**config.mk**
```make
export PLATFORM = sky130hd
export DESIGN_NAME = best_fit_page_bitmap_allocator
export DESIGN_NICKNAME = d
export VERILOG_FILES = /design/src/design/bfpa_pkg.sv /design/src/design/best_fit_page_bitmap_allocator.sv /design/src/design/bfpa_ram.sv /design/src/design/bfpa_front.sv /design/src/design/bfpa_queue.sv /design/src/design/bfpa_back.sv
export SDC_FILE = /design/constraint.sdc
export NUM_CORES = 2
export LEC_CHECK = 0
export ABC_AREA = 0
export BUFFER_PORTS_ARGS = -buffer_cell sky130_fd_sc_hd__buf_2
export CORE_ASPECT_RATIO = 1.4
export CORE_MARGIN = 1.5
export CORE_UTILIZATION = 45
export CTS_BUF_LIST = sky130_fd_sc_hd__clkbuf_16
export CTS_CLUSTER_DIAMETER = 30
export DETAILED_ROUTE_END_ITERATION = 16
export SYNTH_ARGS = -nofsm -noshare
export SYNTH_HDL_FRONTEND = slang
export SYNTH_HIERARCHICAL = 1
export SYNTH_SLANG_ARGS = --single-unit
```
**constraint.sdc**
```tcl
create_clock -name clock -period 51.3 [get_ports clock]
set_clock_uncertainty 0.15 [all_clocks]
set_input_delay 7.695 -clock clock [delete_from_list [all_inputs] [get_ports clock]]
set_output_delay 7.695 -clock clock [all_outputs]
set_load 0.1 [all_outputs]
```
**src/design/bfpa_pkg.sv**
```systemverilog
// ----------------------------------------------------------------------------
// bfpa_pkg
// Shared types and constants of the best-fit page bitmap allocator.
// ----------------------------------------------------------------------------
package bfpa_pkg;

   localparam int NUM_PAGES = 1024;
   localparam int MAP_WORDS = (NUM_PAGES + 31) / 32;
   localparam int PAGE_W    = $clog2(NUM_PAGES + 1);
   localparam int WORD_W    = (MAP_WORDS > 1) ? $clog2(MAP_WORDS) : 1;
   localparam int IDX_W     = WORD_W + 5;
   localparam int MAX_SHIFT = 20;

   localparam logic ACT_ALLOC = 1'b0;
   localparam logic ACT_FREE  = 1'b1;

   localparam logic [1:0] CSR_BASE  = 2'd0;
   localparam logic [1:0] CSR_SHIFT = 2'd1;
   localparam logic [1:0] CSR_COUNT = 2'd2;

   typedef enum logic [1:0] {
      ST_OK    = 2'd0,
      ST_NOFIT = 2'd1,
      ST_RANGE = 2'd2,
      ST_ZERO  = 2'd3
   } status_type;

   typedef enum logic [1:0] {
      CMD_NONE  = 2'd0,
      CMD_ALLOC = 2'd1,
      CMD_FREE  = 2'd2
   } cmd_kind_type;

   typedef struct packed {
      logic        action;
      logic [31:0] address;
      logic [30:0] length_bytes;
   } req_type;

   typedef struct packed {
      status_type  status;
      logic [32:0] block_address;
      logic [30:0] largest_free_bytes;
   } rsp_type;

   // effective configuration, already clamped
   typedef struct packed {
      logic [31:0]       base;
      logic [4:0]        shift;
      logic [PAGE_W-1:0] usable;
   } cfg_type;

   typedef struct packed {
      cmd_kind_type      kind;
      status_type        status;
      logic [PAGE_W-1:0] need;
      logic [PAGE_W-1:0] lo;
      logic [PAGE_W-1:0] hi;
   } cmd_type;

endpackage

```
**src/design/best_fit_page_bitmap_allocator.sv**
```systemverilog
// ----------------------------------------------------------------------------
// best_fit_page_bitmap_allocator
// Best-fit page allocator over a used/free bitmap held in a small RAM.
// ----------------------------------------------------------------------------
// Requests enter through req_push/req_full and each gives exactly one result
// on rsp_empty/rsp_pop, in order. Registers are written on the csr_ channel,
// which is always ready; write them only while no request is in flight.
// The front rounds the length to pages and range-checks frees, then hands a
// command through a two-entry queue to the back.
// The back works one item at a time. A bitmap scan reads each map word,
// captures it and processes it in four steps of eight pages, then closes;
// marking reads and writes each word touched. A successful allocate takes
// two scans plus marking, a failed one two scans, a free one scan plus
// marking, an error item one scan.
// Reset frees every page at once through per-word valid bits and empties
// both sides. A stalled receiver holds the result register; the back then
// waits with its finished item and the front takes items until it and the queue fill.
// ----------------------------------------------------------------------------
module best_fit_page_bitmap_allocator (
   input  logic              clock,
   input  logic              reset,
   input  logic              req_push,
   output logic              req_full,
   input  bfpa_pkg::req_type req_item,
   output logic              rsp_empty,
   input  logic              rsp_pop,
   output bfpa_pkg::rsp_type rsp_item,
   input  logic              csr_valid,
   output logic              csr_ready,
   input  logic [1:0]        csr_index,
   input  logic [31:0]       csr_data
);
   import bfpa_pkg::*;

   logic [31:0] base_ff, base_in;
   logic [4:0]  shift_ff, shift_in;
   logic [10:0] count_ff, count_in;
   cfg_type     cfg;
   logic        cmd_push, cmd_full, cmd_empty, cmd_pop;
   cmd_type     cmd_in_item, cmd_out_item;

   assign csr_ready = 1'b1;

   always_comb begin
      base_in  = base_ff;
      shift_in = shift_ff;
      count_in = count_ff;
      if (csr_valid) begin
         case (csr_index)
            CSR_BASE:  base_in  = csr_data;
            CSR_SHIFT: shift_in = csr_data[4:0];
            CSR_COUNT: count_in = csr_data[10:0];
            default:   base_in  = base_ff;
         endcase
      end
   end

   always_ff @(posedge clock) begin
      if (reset) begin
         base_ff  <= 32'd0;
         shift_ff <= 5'd12;
         count_ff <= 11'd1024;
      end else begin
         base_ff  <= base_in;
         shift_ff <= shift_in;
         count_ff <= count_in;
      end
   end

   always_comb begin
      cfg.base   = base_ff;
      cfg.shift  = (shift_ff > 5'(MAX_SHIFT)) ? 5'(MAX_SHIFT) : shift_ff;
      cfg.usable = (32'(count_ff) > 32'(NUM_PAGES)) ? PAGE_W'(NUM_PAGES)
                                                    : PAGE_W'(count_ff);
   end

   bfpa_front u_front (
      .clock    (clock),
      .reset    (reset),
      .cfg      (cfg),
      .req_push (req_push),
      .req_full (req_full),
      .req_item (req_item),
      .cmd_push (cmd_push),
      .cmd_full (cmd_full),
      .cmd_item (cmd_in_item)
   );

   bfpa_queue u_queue (
      .clock     (clock),
      .reset     (reset),
      .push      (cmd_push),
      .full      (cmd_full),
      .push_item (cmd_in_item),
      .pop       (cmd_pop),
      .empty     (cmd_empty),
      .pop_item  (cmd_out_item)
   );

   bfpa_back u_back (
      .clock     (clock),
      .reset     (reset),
      .cfg       (cfg),
      .cmd_empty (cmd_empty),
      .cmd_pop   (cmd_pop),
      .cmd_item  (cmd_out_item),
      .rsp_empty (rsp_empty),
      .rsp_pop   (rsp_pop),
      .rsp_item  (rsp_item)
   );

endmodule

```
**src/design/bfpa_ram.sv**
```systemverilog
// ----------------------------------------------------------------------------
// bfpa_ram
// Generic single-write, single-read RAM with registered read data.
// ----------------------------------------------------------------------------
module bfpa_ram #(
   parameter int WIDTH = 32,
   parameter int DEPTH = 32
) (
   input  logic                             clock,
   input  logic                             wr_en,
   input  logic [$clog2(DEPTH)-1:0]         wr_addr,
   input  logic [WIDTH-1:0]                 wr_data,
   input  logic [$clog2(DEPTH)-1:0]         rd_addr,
   output logic [WIDTH-1:0]                 rd_data
);

   logic [WIDTH-1:0] mem_ff [DEPTH];

   always_ff @(posedge clock) begin
      if (wr_en) begin
         mem_ff[wr_addr] <= wr_data;
      end
      rd_data <= mem_ff[rd_addr];
   end

endmodule

```
**src/design/bfpa_front.sv**
```systemverilog
// ----------------------------------------------------------------------------
// bfpa_front
// Accepts request items, rounds lengths to pages and range-checks frees.
// ----------------------------------------------------------------------------
module bfpa_front (
   input  logic               clock,
   input  logic               reset,
   input  bfpa_pkg::cfg_type  cfg,
   input  logic               req_push,
   output logic               req_full,
   input  bfpa_pkg::req_type  req_item,
   output logic               cmd_push,
   input  logic               cmd_full,
   output bfpa_pkg::cmd_type  cmd_item
);
   import bfpa_pkg::*;

   logic        busy_ff, busy_in;
   logic        action_ff;
   logic        zero_ff;
   logic        below_ff;
   logic [31:0] pages_ff;
   logic [31:0] off_ff;

   logic        accept;
   logic [31:0] round_sum;
   logic [31:0] first;
   logic [32:0] span_end;

   assign req_full  = busy_ff;
   assign accept    = req_push && !busy_ff;
   assign round_sum = {1'b0, req_item.length_bytes} + ((32'd1 << cfg.shift) - 32'd1);
   assign cmd_push  = busy_ff && !cmd_full;

   always_comb begin
      busy_in = busy_ff;
      if (accept) begin
         busy_in = 1'b1;
      end else if (cmd_push) begin
         busy_in = 1'b0;
      end
   end

   always_ff @(posedge clock) begin
      if (reset) begin
         busy_ff <= 1'b0;
      end else begin
         busy_ff <= busy_in;
      end
   end

   always_ff @(posedge clock) begin
      if (accept) begin
         action_ff <= req_item.action;
         zero_ff   <= (req_item.length_bytes == 31'd0);
         below_ff  <= (req_item.address < cfg.base);
         pages_ff  <= round_sum >> cfg.shift;
         off_ff    <= req_item.address - cfg.base;
      end
   end

   assign first    = off_ff >> cfg.shift;
   assign span_end = {1'b0, first} + {1'b0, pages_ff};

   always_comb begin
      cmd_item.kind   = CMD_NONE;
      cmd_item.status = ST_OK;
      cmd_item.need   = '0;
      cmd_item.lo     = first[PAGE_W-1:0];
      cmd_item.hi     = span_end[PAGE_W-1:0];
      if (pages_ff > 32'(NUM_PAGES)) begin
         cmd_item.need = PAGE_W'(NUM_PAGES + 1);
      end else begin
         cmd_item.need = pages_ff[PAGE_W-1:0];
      end
      if (zero_ff) begin
         cmd_item.status = ST_ZERO;
      end else if (action_ff == ACT_ALLOC) begin
         cmd_item.kind = CMD_ALLOC;
      end else if (below_ff || (span_end > 33'(cfg.usable))) begin
         cmd_item.status = ST_RANGE;
      end else begin
         cmd_item.kind = CMD_FREE;
      end
   end

endmodule

```
**src/design/bfpa_queue.sv**
```systemverilog
// ----------------------------------------------------------------------------
// bfpa_queue
// Two-entry command queue between front and back.
// ----------------------------------------------------------------------------
module bfpa_queue (
   input  logic               clock,
   input  logic               reset,
   input  logic               push,
   output logic               full,
   input  bfpa_pkg::cmd_type  push_item,
   input  logic               pop,
   output logic               empty,
   output bfpa_pkg::cmd_type  pop_item
);
   import bfpa_pkg::*;

   cmd_type    slot_ff [2];
   logic       wptr_ff, wptr_in;
   logic       rptr_ff, rptr_in;
   logic [1:0] count_ff, count_in;
   logic       do_push;
   logic       do_pop;

   assign full     = (count_ff == 2'd2);
   assign empty    = (count_ff == 2'd0);
   assign do_push  = push && !full;
   assign do_pop   = pop && !empty;
   assign pop_item = slot_ff[rptr_ff];

   always_comb begin
      wptr_in  = wptr_ff ^ do_push;
      rptr_in  = rptr_ff ^ do_pop;
      count_in = count_ff + {1'b0, do_push} - {1'b0, do_pop};
   end

   always_ff @(posedge clock) begin
      if (reset) begin
         wptr_ff  <= 1'b0;
         rptr_ff  <= 1'b0;
         count_ff <= 2'd0;
      end else begin
         wptr_ff  <= wptr_in;
         rptr_ff  <= rptr_in;
         count_ff <= count_in;
      end
   end

   always_ff @(posedge clock) begin
      if (do_push) begin
         slot_ff[wptr_ff] <= push_item;
      end
   end

endmodule

```
**src/design/bfpa_back.sv**
```systemverilog
// ----------------------------------------------------------------------------
// bfpa_back
// Scans the page bitmap for runs, marks or clears pages, forms the result.
// ----------------------------------------------------------------------------
module bfpa_back (
   input  logic               clock,
   input  logic               reset,
   input  bfpa_pkg::cfg_type  cfg,
   input  logic               cmd_empty,
   output logic               cmd_pop,
   input  bfpa_pkg::cmd_type  cmd_item,
   output logic               rsp_empty,
   input  logic               rsp_pop,
   output bfpa_pkg::rsp_type  rsp_item
);
   import bfpa_pkg::*;

   typedef enum logic [7:0] {
      S_IDLE  = 8'b0000_0001,
      S_SRD   = 8'b0000_0010,
      S_SWT   = 8'b0000_0100,
      S_SPROC = 8'b0000_1000,
      S_CLOSE = 8'b0001_0000,
      S_MRD   = 8'b0010_0000,
      S_MWR   = 8'b0100_0000,
      S_OUT   = 8'b1000_0000
   } state_type;

   state_type         state_ff, state_in;
   logic [WORD_W-1:0] wcnt_ff, wcnt_in;
   logic [1:0]        bcnt_ff, bcnt_in;
   logic              fit_mode_ff, fit_mode_in;
   logic              set_mode_ff, set_mode_in;
   logic [WORD_W-1:0] wlast_ff, wlast_in;
   logic [31:0]       free_ff, free_in;
   logic [PAGE_W-1:0] run_ff, run_in;
   logic [IDX_W-1:0]  start_ff, start_in;
   logic [PAGE_W-1:0] largest_ff, largest_in;
   logic              found_ff, found_in;
   logic [IDX_W-1:0]  pos_ff, pos_in;
   logic [PAGE_W-1:0] best_ff, best_in;
   logic [PAGE_W-1:0] need_ff, need_in;
   logic [PAGE_W-1:0] lo_ff, lo_in;
   logic [PAGE_W-1:0] hi_ff, hi_in;
   cmd_kind_type      kind_ff, kind_in;
   status_type        status_ff, status_in;
   logic [MAP_WORDS-1:0] row_valid_ff, row_valid_in;
   logic              rsp_valid_ff, rsp_valid_in;
   rsp_type           rsp_ff;

   logic              wr_en;
   logic [31:0]       wr_data;
   logic [31:0]       rd_data;
   logic [31:0]       word;
   logic [31:0]       scan_free;
   logic [31:0]       mark_mask;
   logic [PAGE_W-1:0] s_run, s_largest, s_best;
   logic [IDX_W-1:0]  s_start, s_pos;
   logic              s_found;
   logic              rsp_load;
   logic [PAGE_W-1:0] hi_last;

   bfpa_ram #(
      .WIDTH (32),
      .DEPTH (MAP_WORDS)
   ) u_map (
      .clock   (clock),
      .wr_en   (wr_en),
      .wr_addr (wcnt_ff),
      .wr_data (wr_data),
      .rd_addr (wcnt_ff),
      .rd_data (rd_data)
   );

   // rows never written read as all free
   assign word = row_valid_ff[wcnt_ff] ? rd_data : 32'd0;

   always_comb begin
      logic [PAGE_W-1:0] pg;
      for (int i = 0; i < 32; i++) begin
         pg           = PAGE_W'({wcnt_ff, 5'(i)});
         scan_free[i] = !word[i] && (pg < cfg.usable);
         mark_mask[i] = (pg >= lo_ff) && (pg < hi_ff);
      end
   end

   assign wr_en   = (state_ff == S_MWR);
   assign wr_data = set_mode_ff ? (word | mark_mask) : (word & ~mark_mask);

   // eight pages of run tracking per cycle; the close step sees all used
   always_comb begin
      logic              bit_free;
      logic [PAGE_W-1:0] left;
      s_run     = run_ff;
      s_start   = start_ff;
      s_largest = largest_ff;
      s_found   = found_ff;
      s_pos     = pos_ff;
      s_best    = best_ff;
      for (int j = 0; j < 8; j++) begin
         bit_free = (state_ff == S_SPROC) && free_ff[{bcnt_ff, 3'(j)}];
         left     = s_run - need_ff;
         if (bit_free) begin
            if (s_run == '0) begin
               s_start = {wcnt_ff, bcnt_ff, 3'(j)};
            end
            s_run = s_run + 1'b1;
         end else if (s_run != '0) begin
            if (s_run > s_largest) begin
               s_largest = s_run;
            end
            if (fit_mode_ff && (s_run >= need_ff)) begin
               if (!s_found || (left < s_best)) begin
                  s_best  = left;
                  s_found = 1'b1;
                  s_pos   = s_start;
               end
            end
            s_run = '0;
         end
      end
   end

   assign rsp_load  = (state_ff == S_OUT) && (!rsp_valid_ff || rsp_pop);
   assign cmd_pop   = (state_ff == S_IDLE) && !cmd_empty;
   assign hi_last   = cmd_item.hi - 1'b1;

   always_comb begin
      state_in     = state_ff;
      wcnt_in      = wcnt_ff;
      bcnt_in      = bcnt_ff;
      fit_mode_in  = fit_mode_ff;
      set_mode_in  = set_mode_ff;
      wlast_in     = wlast_ff;
      free_in      = free_ff;
      run_in       = run_ff;
      start_in     = start_ff;
      largest_in   = largest_ff;
      found_in     = found_ff;
      pos_in       = pos_ff;
      best_in      = best_ff;
      need_in      = need_ff;
      lo_in        = lo_ff;
      hi_in        = hi_ff;
      kind_in      = kind_ff;
      status_in    = status_ff;
      row_valid_in = row_valid_ff;
      rsp_valid_in = rsp_valid_ff;
      if (rsp_pop) begin
         rsp_valid_in = 1'b0;
      end
      case (state_ff)
         S_IDLE: begin
            if (!cmd_empty) begin
               kind_in    = cmd_item.kind;
               status_in  = cmd_item.status;
               need_in    = cmd_item.need;
               lo_in      = cmd_item.lo;
               hi_in      = cmd_item.hi;
               found_in   = 1'b0;
               run_in     = '0;
               largest_in = '0;
               bcnt_in    = 2'd0;
               if (cmd_item.kind == CMD_FREE) begin
                  set_mode_in = 1'b0;
                  wcnt_in     = cmd_item.lo[IDX_W-1:5];
                  wlast_in    = hi_last[IDX_W-1:5];
                  state_in    = S_MRD;
               end else begin
                  fit_mode_in = (cmd_item.kind == CMD_ALLOC);
                  wcnt_in     = '0;
                  state_in    = S_SRD;
               end
            end
         end
         S_SRD: begin
            state_in = S_SWT;
         end
         S_SWT: begin
            free_in  = scan_free;
            bcnt_in  = 2'd0;
            state_in = S_SPROC;
         end
         S_SPROC: begin
            run_in     = s_run;
            start_in   = s_start;
            largest_in = s_largest;
            found_in   = s_found;
            pos_in     = s_pos;
            best_in    = s_best;
            bcnt_in    = bcnt_ff + 2'd1;
            if (bcnt_ff == 2'd3) begin
               if (wcnt_ff == WORD_W'(MAP_WORDS - 1)) begin
                  state_in = S_CLOSE;
               end else begin
                  wcnt_in  = wcnt_ff + 1'b1;
                  state_in = S_SRD;
               end
            end
         end
         S_CLOSE: begin
            largest_in = s_largest;
            found_in   = s_found;
            pos_in     = s_pos;
            best_in    = s_best;
            run_in     = '0;
            if (!fit_mode_ff) begin
               state_in = S_OUT;
            end else if (s_found) begin
               fit_mode_in = 1'b0;
               set_mode_in = 1'b1;
               lo_in       = PAGE_W'(s_pos);
               hi_in       = PAGE_W'(s_pos) + need_ff;
               wcnt_in     = s_pos[IDX_W-1:5];
               wlast_in    = WORD_W'((PAGE_W'(s_pos) + need_ff - 1'b1) >> 5);
               state_in    = S_MRD;
            end else begin
               fit_mode_in = 1'b0;
               status_in   = ST_NOFIT;
               largest_in  = '0;
               wcnt_in     = '0;
               bcnt_in     = 2'd0;
               state_in    = S_SRD;
            end
         end
         S_MRD: begin
            state_in = S_MWR;
         end
         S_MWR: begin
            row_valid_in[wcnt_ff] = 1'b1;
            if (wcnt_ff == wlast_ff) begin
               fit_mode_in = 1'b0;
               largest_in  = '0;
               run_in      = '0;
               wcnt_in     = '0;
               bcnt_in     = 2'd0;
               state_in    = S_SRD;
            end else begin
               wcnt_in  = wcnt_ff + 1'b1;
               state_in = S_MRD;
            end
         end
         S_OUT: begin
            if (rsp_load) begin
               rsp_valid_in = 1'b1;
               state_in     = S_IDLE;
            end
         end
         default: begin
            state_in = S_IDLE;
         end
      endcase
   end

   always_ff @(posedge clock) begin
      if (reset) begin
         state_ff     <= S_IDLE;
         row_valid_ff <= '0;
         rsp_valid_ff <= 1'b0;
      end else begin
         state_ff     <= state_in;
         row_valid_ff <= row_valid_in;
         rsp_valid_ff <= rsp_valid_in;
      end
   end

   always_ff @(posedge clock) begin
      wcnt_ff     <= wcnt_in;
      bcnt_ff     <= bcnt_in;
      fit_mode_ff <= fit_mode_in;
      set_mode_ff <= set_mode_in;
      wlast_ff    <= wlast_in;
      free_ff     <= free_in;
      run_ff      <= run_in;
      start_ff    <= start_in;
      largest_ff  <= largest_in;
      found_ff    <= found_in;
      pos_ff      <= pos_in;
      best_ff     <= best_in;
      need_ff     <= need_in;
      lo_ff       <= lo_in;
      hi_ff       <= hi_in;
      kind_ff     <= kind_in;
      status_ff   <= status_in;
   end

   always_ff @(posedge clock) begin
      if (rsp_load) begin
         rsp_ff.status <= status_ff;
         if ((status_ff == ST_OK) && (kind_ff == CMD_ALLOC)) begin
            rsp_ff.block_address <= {1'b0, cfg.base} + (33'(pos_ff) << cfg.shift);
         end else begin
            rsp_ff.block_address <= '0;
         end
         rsp_ff.largest_free_bytes <= 31'(largest_ff) << cfg.shift;
      end
   end

   assign rsp_empty = !rsp_valid_ff;
   assign rsp_item  = rsp_ff;

endmodule

```
Word-level counts from Yosys, hierarchy flattened:

Memory sizes are Yosys's and may differ from the RTL's. A register that Yosys moved wholly into a read port is not among the register bits.
Cells that the tools add are included.

* order comparisons: 135
* muxes and demuxes: 249
* bitwise gates (word level): 7
* reductions and logical operators: 182
* equality and inequality tests: 27
* shift-type cells: 5
* add/sub/neg operators: 28

Operators with widths (count)
* two-way mux 11 bit: 84
* less-than comparator 10 x 11 -> 1 bit: 64
* two-way mux 10 bit: 48
* >= comparator 10 x 11 -> 1 bit: 32
* adder 11 x 1 -> 11 bit (second input constant): 8
* >= comparator 11 bit: 8
* greater-than comparator 11 bit: 8
* logical AND 1 bit: 88
* logical NOT 11 bit: 8
* less-than comparator 11 bit: 8
* one-hot mux 11 bit (4 select lines): 2
* nonzero test 11 bit: 8
* subtractor 11 bit: 8
* two-way mux 5 bit: 13
* two-way mux 32 bit: 2
* OR 32 bit: 2
* one-hot mux 8 bit (8 select lines): 1
* >> shifter 32 x 5 -> 32 bit: 2
* two-way mux 1 bit: 60
* less-than comparator 5 x 6 -> 1 bit (second input constant): 9
* logical NOT 1 bit: 44
* one-hot mux 11 bit (2 select lines): 2
* adder 32 x 32 -> 33 bit: 1
* adder 32 x 33 -> 33 bit: 1
* 60 further kinds: 122

* memories kept: 2
* word-level logic and storage cells: 670
* flip-flop bits (word level): 364
* memory bits (writable): 1098
* output and inout bits: 69

Memories
* u_back.u_map.mem_ff: depth 32, width 32, rd ports 1, clocked after memory_dff 1, write ports 1, line bfpa_ram.sv:17 `logic [WIDTH-1:0] mem_ff [DEPTH];`
* u_queue.slot_ff: depth 2, width 37, rd ports 1, clocked after memory_dff 1, write ports 1, line bfpa_queue.sv:17 `cmd_type slot_ff [2];`

Logic depth before layout (Yosys ltp):

* depth in word-level cells: 54
* depth in mapped cells: 148

Modules after synthesis:

The synthesis kept the hierarchy.

By module, submodules not included
* bfpa_ram: area an instance 40485.1 µm², sequential area each 31390.1 µm², instances 1, cells an instance 2260
* bfpa_back: area an instance 29958.7 µm², sequential area each 6916.6 µm², instances 1, cells an instance 3665
* bfpa_front: area an instance 12278.0 µm², sequential area each 2031.9 µm², instances 1, cells an instance 1613
* bfpa_queue: area an instance 2894.0 µm², sequential area each 2302.2 µm², instances 1, cells an instance 138
* best_fit_page_bitmap_allocator: area an instance 2214.6 µm², sequential area each 960.9 µm², instances 1, cells an instance 217

Worst setup path after synthesis:

Ideal clock, no wire load.

* path type: reg-to-reg
* from: reg u_back.need_ff[1]
* to: reg u_back.wlast_ff[4], data pin
* setup slack: 29.419 ns
* data required time: 50.890 ns
* arrival time: 21.471 ns
* setup time: 0.260 ns
* stages on the path, launching flop included: 123
* cell sequence: edfxtp_1 > inv_1 > fa_1 > nand2_1 > nand2_1 > a21oi_1 > o21bai_1 > a21oi_1 > o21bai_1 > a21oi_1 > xnor2_1 > ha_1 > a21o_1 > a211oi_1 > o21ai_0 > o221ai_1 > nand2_1 > clkbuf_1 > [87 not listed] > nand2_1 > and4bb_1 > buf_6 > mux2i_1 > a32oi_1 > ha_1 > a21o_1 > a21oi_1 > o21bai_1 > a21oi_1 > o21bai_1 > a21oi_1 > xnor2_1 > nor2_1 > a21oi_1 > nand2_1 > nor2_1 > xor2_1

* cells in the longest elaborated chain, start to end: 54
* elaborated cells between the ends (all ways): 140
* classes of those cells: 10 x add/sub; 16 x order compare; 91 x mux; 23 x reduce/logical

RTL lines
* from (decl): line bfpa_back.sv:42 `logic [PAGE_W-1:0] need_ff, need_in;`
* from (signal assigned): line bfpa_back.sv:280 `need_ff <= need_in;`
* subtractor 11 bit: line bfpa_back.sv:102 `left = s_run - need_ff;`
* less-than comparator 11 bit: line bfpa_back.sv:113 `if (!s_found || (left < s_best)) begin`
* logical OR 1 bit: line bfpa_back.sv:113
* two-way mux 11 bit or two-way mux 1 bit (tied branches): line bfpa_back.sv:113
* two-way mux 11 bit or two-way mux 1 bit (tied branches): line bfpa_back.sv:112 `if (fit_mode_ff && (s_run >= need_ff)) begin`
* two-way mux 11 bit or two-way mux 1 bit (tied branches): line bfpa_back.sv:108 `end else if (s_run != '0) begin`
* two-way mux 11 bit or two-way mux 1 bit (tied branches): line bfpa_back.sv:103 `if (bit_free) begin`
* less-than comparator 11 bit or logical NOT 1 bit (tied branches): line bfpa_back.sv:113
* [40 not listed]
* two-way mux 10 bit *: line bfpa_back.sv:103
* via u_back.s_pos[1]: line bfpa_back.sv:58 `logic [IDX_W-1:0] s_start, s_pos;`
* adder 10 x 11 -> 11 bit *
* subtractor 10 x 1 -> 10 bit *: line bfpa_back.sv:215 `wlast_in = WORD_W'((PAGE_W'(s_pos) + need_ff - 1'b1) >> 5);`
* two-way mux 5 bit *: line bfpa_back.sv:209 `end else if (s_found) begin`
* two-way mux 5 bit *: line bfpa_back.sv:207 `if (!fit_mode_ff) begin`
* one-hot mux 5 bit (2 select lines) *: line bfpa_back.sv:152 `case (state_ff)`
* via u_back.wlast_in[4]: line bfpa_back.sv:34 `logic [WORD_W-1:0] wlast_ff, wlast_in;`
* to (signal assigned): line bfpa_back.sv:272 `wlast_ff <= wlast_in;`
* to (decl): line bfpa_back.sv:34

Mark *: on every way through the listed nets, which the timed path passes. The rest lies on a longest branch. The select of a mux whose other input is x is not followed.
A chain may end at the register's enable or synchronous reset.

Final worst setup path:

Same ends and word-level chain as after synthesis.

==> run_summary.xml <==
<?xml version="1.0" encoding="UTF-8"?>
<metrics>
  <group name="place">
    <metric name="placedInstanceArea" unit="sq mm">0.0915</metric>
    <metric name="dp.final_hpwl" unit="microns">205000</metric>
    <metric name="gp_congestion" unit="">0.965</metric>
    <metric name="numPortBuffers" unit="">170</metric>
    <metric name="dp_cells" unit="">10300</metric>
  </group>
  <group name="logic_synthesis">
    <metric name="synth.most_common_cell" unit="">sky130_fd_sc_hd__edfxtp_1</metric>
    <metric name="synthArstFlopShare" unit="%">0</metric>
    <metric name="synth.ff_latch_count" unit="">1494</metric>
    <metric name="yosysUniqueCellTypes" unit="">132</metric>
    <metric name="synth_area_per_cell" unit="sq um">11.1</metric>
    <metric name="yosys.area_share.simple" unit="%">12.3</metric>
    <metric name="synth-adder-area-share" unit="%">7.12</metric>
    <metric name="yosys_most_used_dff" unit="">sky130_fd_sc_hd__edfxtp_1</metric>
    <metric name="synth.area.mux_share" unit="%">11.2</metric>
    <metric name="synthDominantCellAreaShare" unit="%">46.8</metric>
    <metric name="yosysWarningCount" unit="">6</metric>
    <metric name="post_synthesis_compound_gate_area_fraction" unit="%">13.4</metric>
    <metric name="post_synth_edffs" unit="">1368</metric>
    <metric name="synth_top_family_by_area" unit="">compound AO/OA/AOI/OAI gates</metric>
    <metric name="synth_cells" unit="">7893</metric>
    <metric name="synth_cell_area" unit="sq mm">0.0878</metric>
    <metric name="ranking_of_synthesized_cells_by_instance_count" unit="">sky130_fd_sc_hd__edfxtp_1 (1368), sky130_fd_sc_hd__mux2i_1 (714), sky130_fd_sc_hd__nand2_1 (599)</metric>
    <metric name="synth_xor_xnor_area_share" unit="%">2.58</metric>
    <metric name="sequential_area_share_after_synthesis" unit="%">49.6</metric>
    <metric name="synthesis.nets" unit="">8488</metric>
    <metric name="synth_area_leader_cell" unit="">sky130_fd_sc_hd__edfxtp_1</metric>
    <metric name="netlist_top_cells_area" unit="">sky130_fd_sc_hd__edfxtp_1 (47%), sky130_fd_sc_hd__mux2i_1 (8.1%), sky130_fd_sc_hd__ha_1 (6.8%)</metric>
  </group>
  <group name="grt">
    <metric name="grt_antenna_before_repair" unit="">4</metric>
    <metric name="grt_total_usage" unit="%">29.2</metric>
    <metric name="number_of_global_route_vias_before_repair" unit="">65000</metric>
    <metric name="maximum_number_of_pins_on_one_net_before_global_route_repair" unit="">141</metric>
    <metric name="global_route.overflow_total" unit="">0</metric>
    <metric name="grt_pass1_wl" unit="microns">432000</metric>
  </group>
  <group name="timing">
    <metric name="timing_max_transition_violations_final" unit="">0</metric>
    <metric name="fin_crit_sh" unit="%">47.0</metric>
    <metric name="grt_setup_unrepaired" unit="">false</metric>
    <metric name="number_of_setup_violations_in_the_final_report" unit="">0</metric>
    <metric name="final.min_clock_period" unit="ps">24090</metric>
    <metric name="worst_slew_margin_rel" unit="%">10.8</metric>
    <metric name="finalHoldViolCount" unit="">0</metric>
    <metric name="tightestPinTransition" unit="ps">1340</metric>
    <metric name="fin_tns_setup" unit="ps">0</metric>
    <metric name="max_freq" unit="GHz">0.0415</metric>
  </group>
  <group name="route">
    <metric name="metal1_wirelength" unit="microns">114000</metric>
    <metric name="met3WireLength" unit="microns">15100</metric>
    <metric name="detailedRoute.firstIterationViolations" unit="">5299</metric>
    <metric name="routed_wirelength" unit="microns">296000</metric>
    <metric name="wl_per_cell" unit="microns">27.4</metric>
    <metric name="met2WireLength" unit="microns">152000</metric>
    <metric name="num_vias" unit="">65800</metric>
    <metric name="vias_per_cell" unit="">6.08</metric>
    <metric name="number_of_detailed_route_iterations_in_the_first_pass" unit="">9</metric>
    <metric name="top_signal_layer_used" unit="">met4</metric>
    <metric name="post-route-drc-count" unit="">0</metric>
    <metric name="antenna_left" unit="">0</metric>
  </group>
  <group name="run_status">
    <metric name="outcome" unit="">completed</metric>
  </group>
  <group name="pwr">
    <metric name="power_frac_comb" unit="%">35.4</metric>
    <metric name="cell_int_power" unit="mW">3.36</metric>
    <metric name="power.share.switching" unit="%">36.4</metric>
    <metric name="switching_power" unit="mW">1.92</metric>
    <metric name="leakage" unit="nW">39.0</metric>
    <metric name="clockPowerShare" unit="%">34.1</metric>
    <metric name="power_per_cell_area" unit="mW/mm^2">52.4</metric>
    <metric name="vdd.ir_drop.worst" unit="mV">0.0416</metric>
    <metric name="seqPwrFrac" unit="%">30.5</metric>
  </group>
  <group name="critical_path">
    <metric name="crit_top_cell" unit="">sky130_fd_sc_hd__a21oi_1</metric>
    <metric name="rr_startpoint" unit="">u_back/need_ff[1]</metric>
    <metric name="worst_setup_path_end_kind" unit="">flip-flop</metric>
    <metric name="crit_family" unit="">compound AO/OA/AOI/OAI gates</metric>
    <metric name="critPathKind" unit="">reg -&gt; reg</metric>
    <metric name="critical_path_data_arrival_time" unit="ps">24490</metric>
    <metric name="worst_setup_sp_type" unit="">flip-flop</metric>
    <metric name="required_time_at_the_worst_slack_endpoint" unit="ps">51700</metric>
    <metric name="worst_path_largest_cell_delay" unit="ps">700</metric>
    <metric name="ff2ff_setup_slack" unit="ps">27210</metric>
    <metric name="worst-path-max-fanout" unit="">35</metric>
    <metric name="worst_r2r_path_depth" unit="">113</metric>
    <metric name="worst_r2r_endpoint" unit="">u_back/wlast_ff[4]</metric>
    <metric name="buffers_plus_inverters_on_the_worst_setup_path" unit="">9</metric>
    <metric name="timing.critical_path.slowest_stage_cell" unit="">sky130_fd_sc_hd__or4b_2</metric>
  </group>
  <group name="clocking">
    <metric name="clock_pin_slew_reported_for_the_worst_setup_and_hold_paths_after_clock_tree_synthesis" unit="ps">50</metric>
    <metric name="insertion_delay" unit="ps">820</metric>
    <metric name="clock_tree.buffer_depth" unit="">4</metric>
    <metric name="post_cts.resized_instances" unit="">0</metric>
    <metric name="post-cts-setup-buffer-count" unit="">0</metric>
    <metric name="cts-htree-levels" unit="">5</metric>
    <metric name="tritoncts_num_sinks" unit="">1494</metric>
    <metric name="ctsHoldBuffers" unit="">0</metric>
    <metric name="tritoncts" unit="">yes</metric>
    <metric name="cell_chosen_for_the_clock_root" unit="">sky130_fd_sc_hd__clkbuf_16</metric>
    <metric name="cts_inserted_buffers" unit="">270</metric>
  </group>
  <group name="layout">
    <metric name="nNetsFinal" unit="">8687</metric>
    <metric name="area_used_by_multi_input_combinational_logic" unit="sq mm">0.0413</metric>
    <metric name="flow.area_growth_from_synthesis" unit="%">14.6</metric>
    <metric name="seq_area" unit="sq mm">0.0436</metric>
    <metric name="instances_no_fill" unit="">10800</metric>
    <metric name="final_cell_area" unit="sq mm">0.101</metric>
    <metric name="final_layout_size_suffix_gt1_share" unit="%">13.5</metric>
    <metric name="nFillCells" unit="">16900</metric>
  </group>
  <group name="floorplan">
    <metric name="dieHeight" unit="microns">526</metric>
    <metric name="floorplan.initialDensity" unit="%">45.4</metric>
    <metric name="die_area" unit="sq mm">0.198</metric>
    <metric name="design.portCount" unit="">172</metric>
    <metric name="floorplan.die.width" unit="microns">376</metric>
    <metric name="floorplan.core_area" unit="sq mm">0.194</metric>
    <metric name="placementRows" unit="">191</metric>
  </group>
  <group name="worst_hold_path">
    <metric name="worst_hold_startpoint" unit="">u_back/row_valid_ff[3]</metric>
    <metric name="min_delay_worst_endpoint" unit="">u_back/row_valid_ff[3]</metric>
    <metric name="whs_path_depth" unit="">2</metric>
    <metric name="min_path_type" unit="">reg -&gt; reg</metric>
  </group>
  <group name="run">
    <metric name="cap_violations" unit="">0</metric>
  </group>
</metrics>
layer usage:
layer	up-vias	GRT usage, %
li1	30200	-
met1	32500	34.4
met2	2430	52.7
met3	656	3.51
met4	0	13.6
met5	-	0
worst register-to-register path, delay by kind of cell, from the launching register on:
family	cells	cell delay, ps
fa+ha+maj	10	3010
compound gates	59	11190
mux	2	900
simple gates	30	5450
flops	1	350
buf+inv	9	2460
xor+xnor	3	410
how the worst max path moves through the flow:
stage                      startpoint                  to  cells after the start
floorplan           u_back/need_ff[1]  u_back/wlast_ff[4]                    122
global placement    u_back/need_ff[1]  u_back/wlast_ff[4]                    114
detailed placement  u_back/need_ff[1]  u_back/wlast_ff[4]                    113
CTS                 u_back/need_ff[1]  u_back/wlast_ff[4]                    113
global route        u_back/need_ff[1]  u_back/wlast_ff[4]                    114
finish              u_back/need_ff[1]  u_back/wlast_ff[4]                    113
cells by family after synthesis:
logic type / Yosys count
other: 1
adders and majority gates: 492
muxes: 909
AOI/OAI and AO/OA: 1780
buffers and inverters: 771
DFF: 1494
xor gates and xnor gates: 255
and+or+nand+nor: 2191
layout make-up:
cell class,instances,share of cell area (%)
sequential,1494,43.3
multi-input combinational,5628,41.0
clock buffer,276,6.86
tap,2509,3.12
clock inverter,207,2.28
timing repair buffer,306,1.92
inverter,392,1.46
antenna,2,0.00497
layout by cell type, fill, tap and decap left out, drive strengths merged, types with 87 or more instances in the layout:
| master | count |
|---|---|
| edfxtp | 1368 |
| mux2i | 714 |
| nand2 | 601 |
| nor2 | 526 |
| ha | 479 |
| a21oi | 478 |
| inv | 466 |
| o21ai | 331 |
| buf | 306 |
| clkbuf | 276 |
| nand3 | 221 |
| xnor2 | 159 |
| mux2 | 154 |
| nand2b | 152 |
| nor3 | 150 |
| a21o | 142 |
| dfxtp | 126 |
| a22oi | 120 |
| and2 | 112 |
| a31oi | 103 |
| nor2b | 99 |
| a211oi | 98 |
| xor2 | 94 |
| nand4 | 87 |
metrics by stage:
stage | worst slack [ps] | power, mW | hold slack, ps | util, %
3_3_place_gp | 27270 | 3.46 | 291 | 47.3
3_5_place_dp | 27230 | 3.48 | 305 | 47.3
6_report | 27210 | 5.28 | 313 | 52.0
2_1_floorplan | 29420 | 2.87 | 268 | -
4_1_cts | 27170 | 5.29 | 316 | 52.0
5_1_grt | 25130 | 5.50 | 332 | 52.0
flip-flops by register name, indices dropped and copies added (netlist names), 11 cells and up:
name and count:
u_back/u_map/mem_ff 1024, u_queue/slot_ff 74, u_back/rsp_item 66, base_ff 32
u_back/free_ff 32, u_back/row_valid_ff 32, u_back/u_map/rd_data 32, u_front/off_ff 32
u_front/pages_ff 32, count_ff 11, u_back/best_ff 11, u_back/hi_ff 11
u_back/largest_ff 11, u_back/lo_ff 11, u_back/need_ff 11, u_back/run_ff 11
power by group through the flow:
stage	Clock [mW]	Sequential [mW]	Combinational [mW]
global placement	0	1.63	1.83
CTS	1.82	1.61	1.86
finish	1.80	1.61	1.87
global route	1.87	1.61	2.01
floorplan	0	1.60	1.27
detailed placement	0	1.63	1.85
Power figures use the tool's default switching activity.
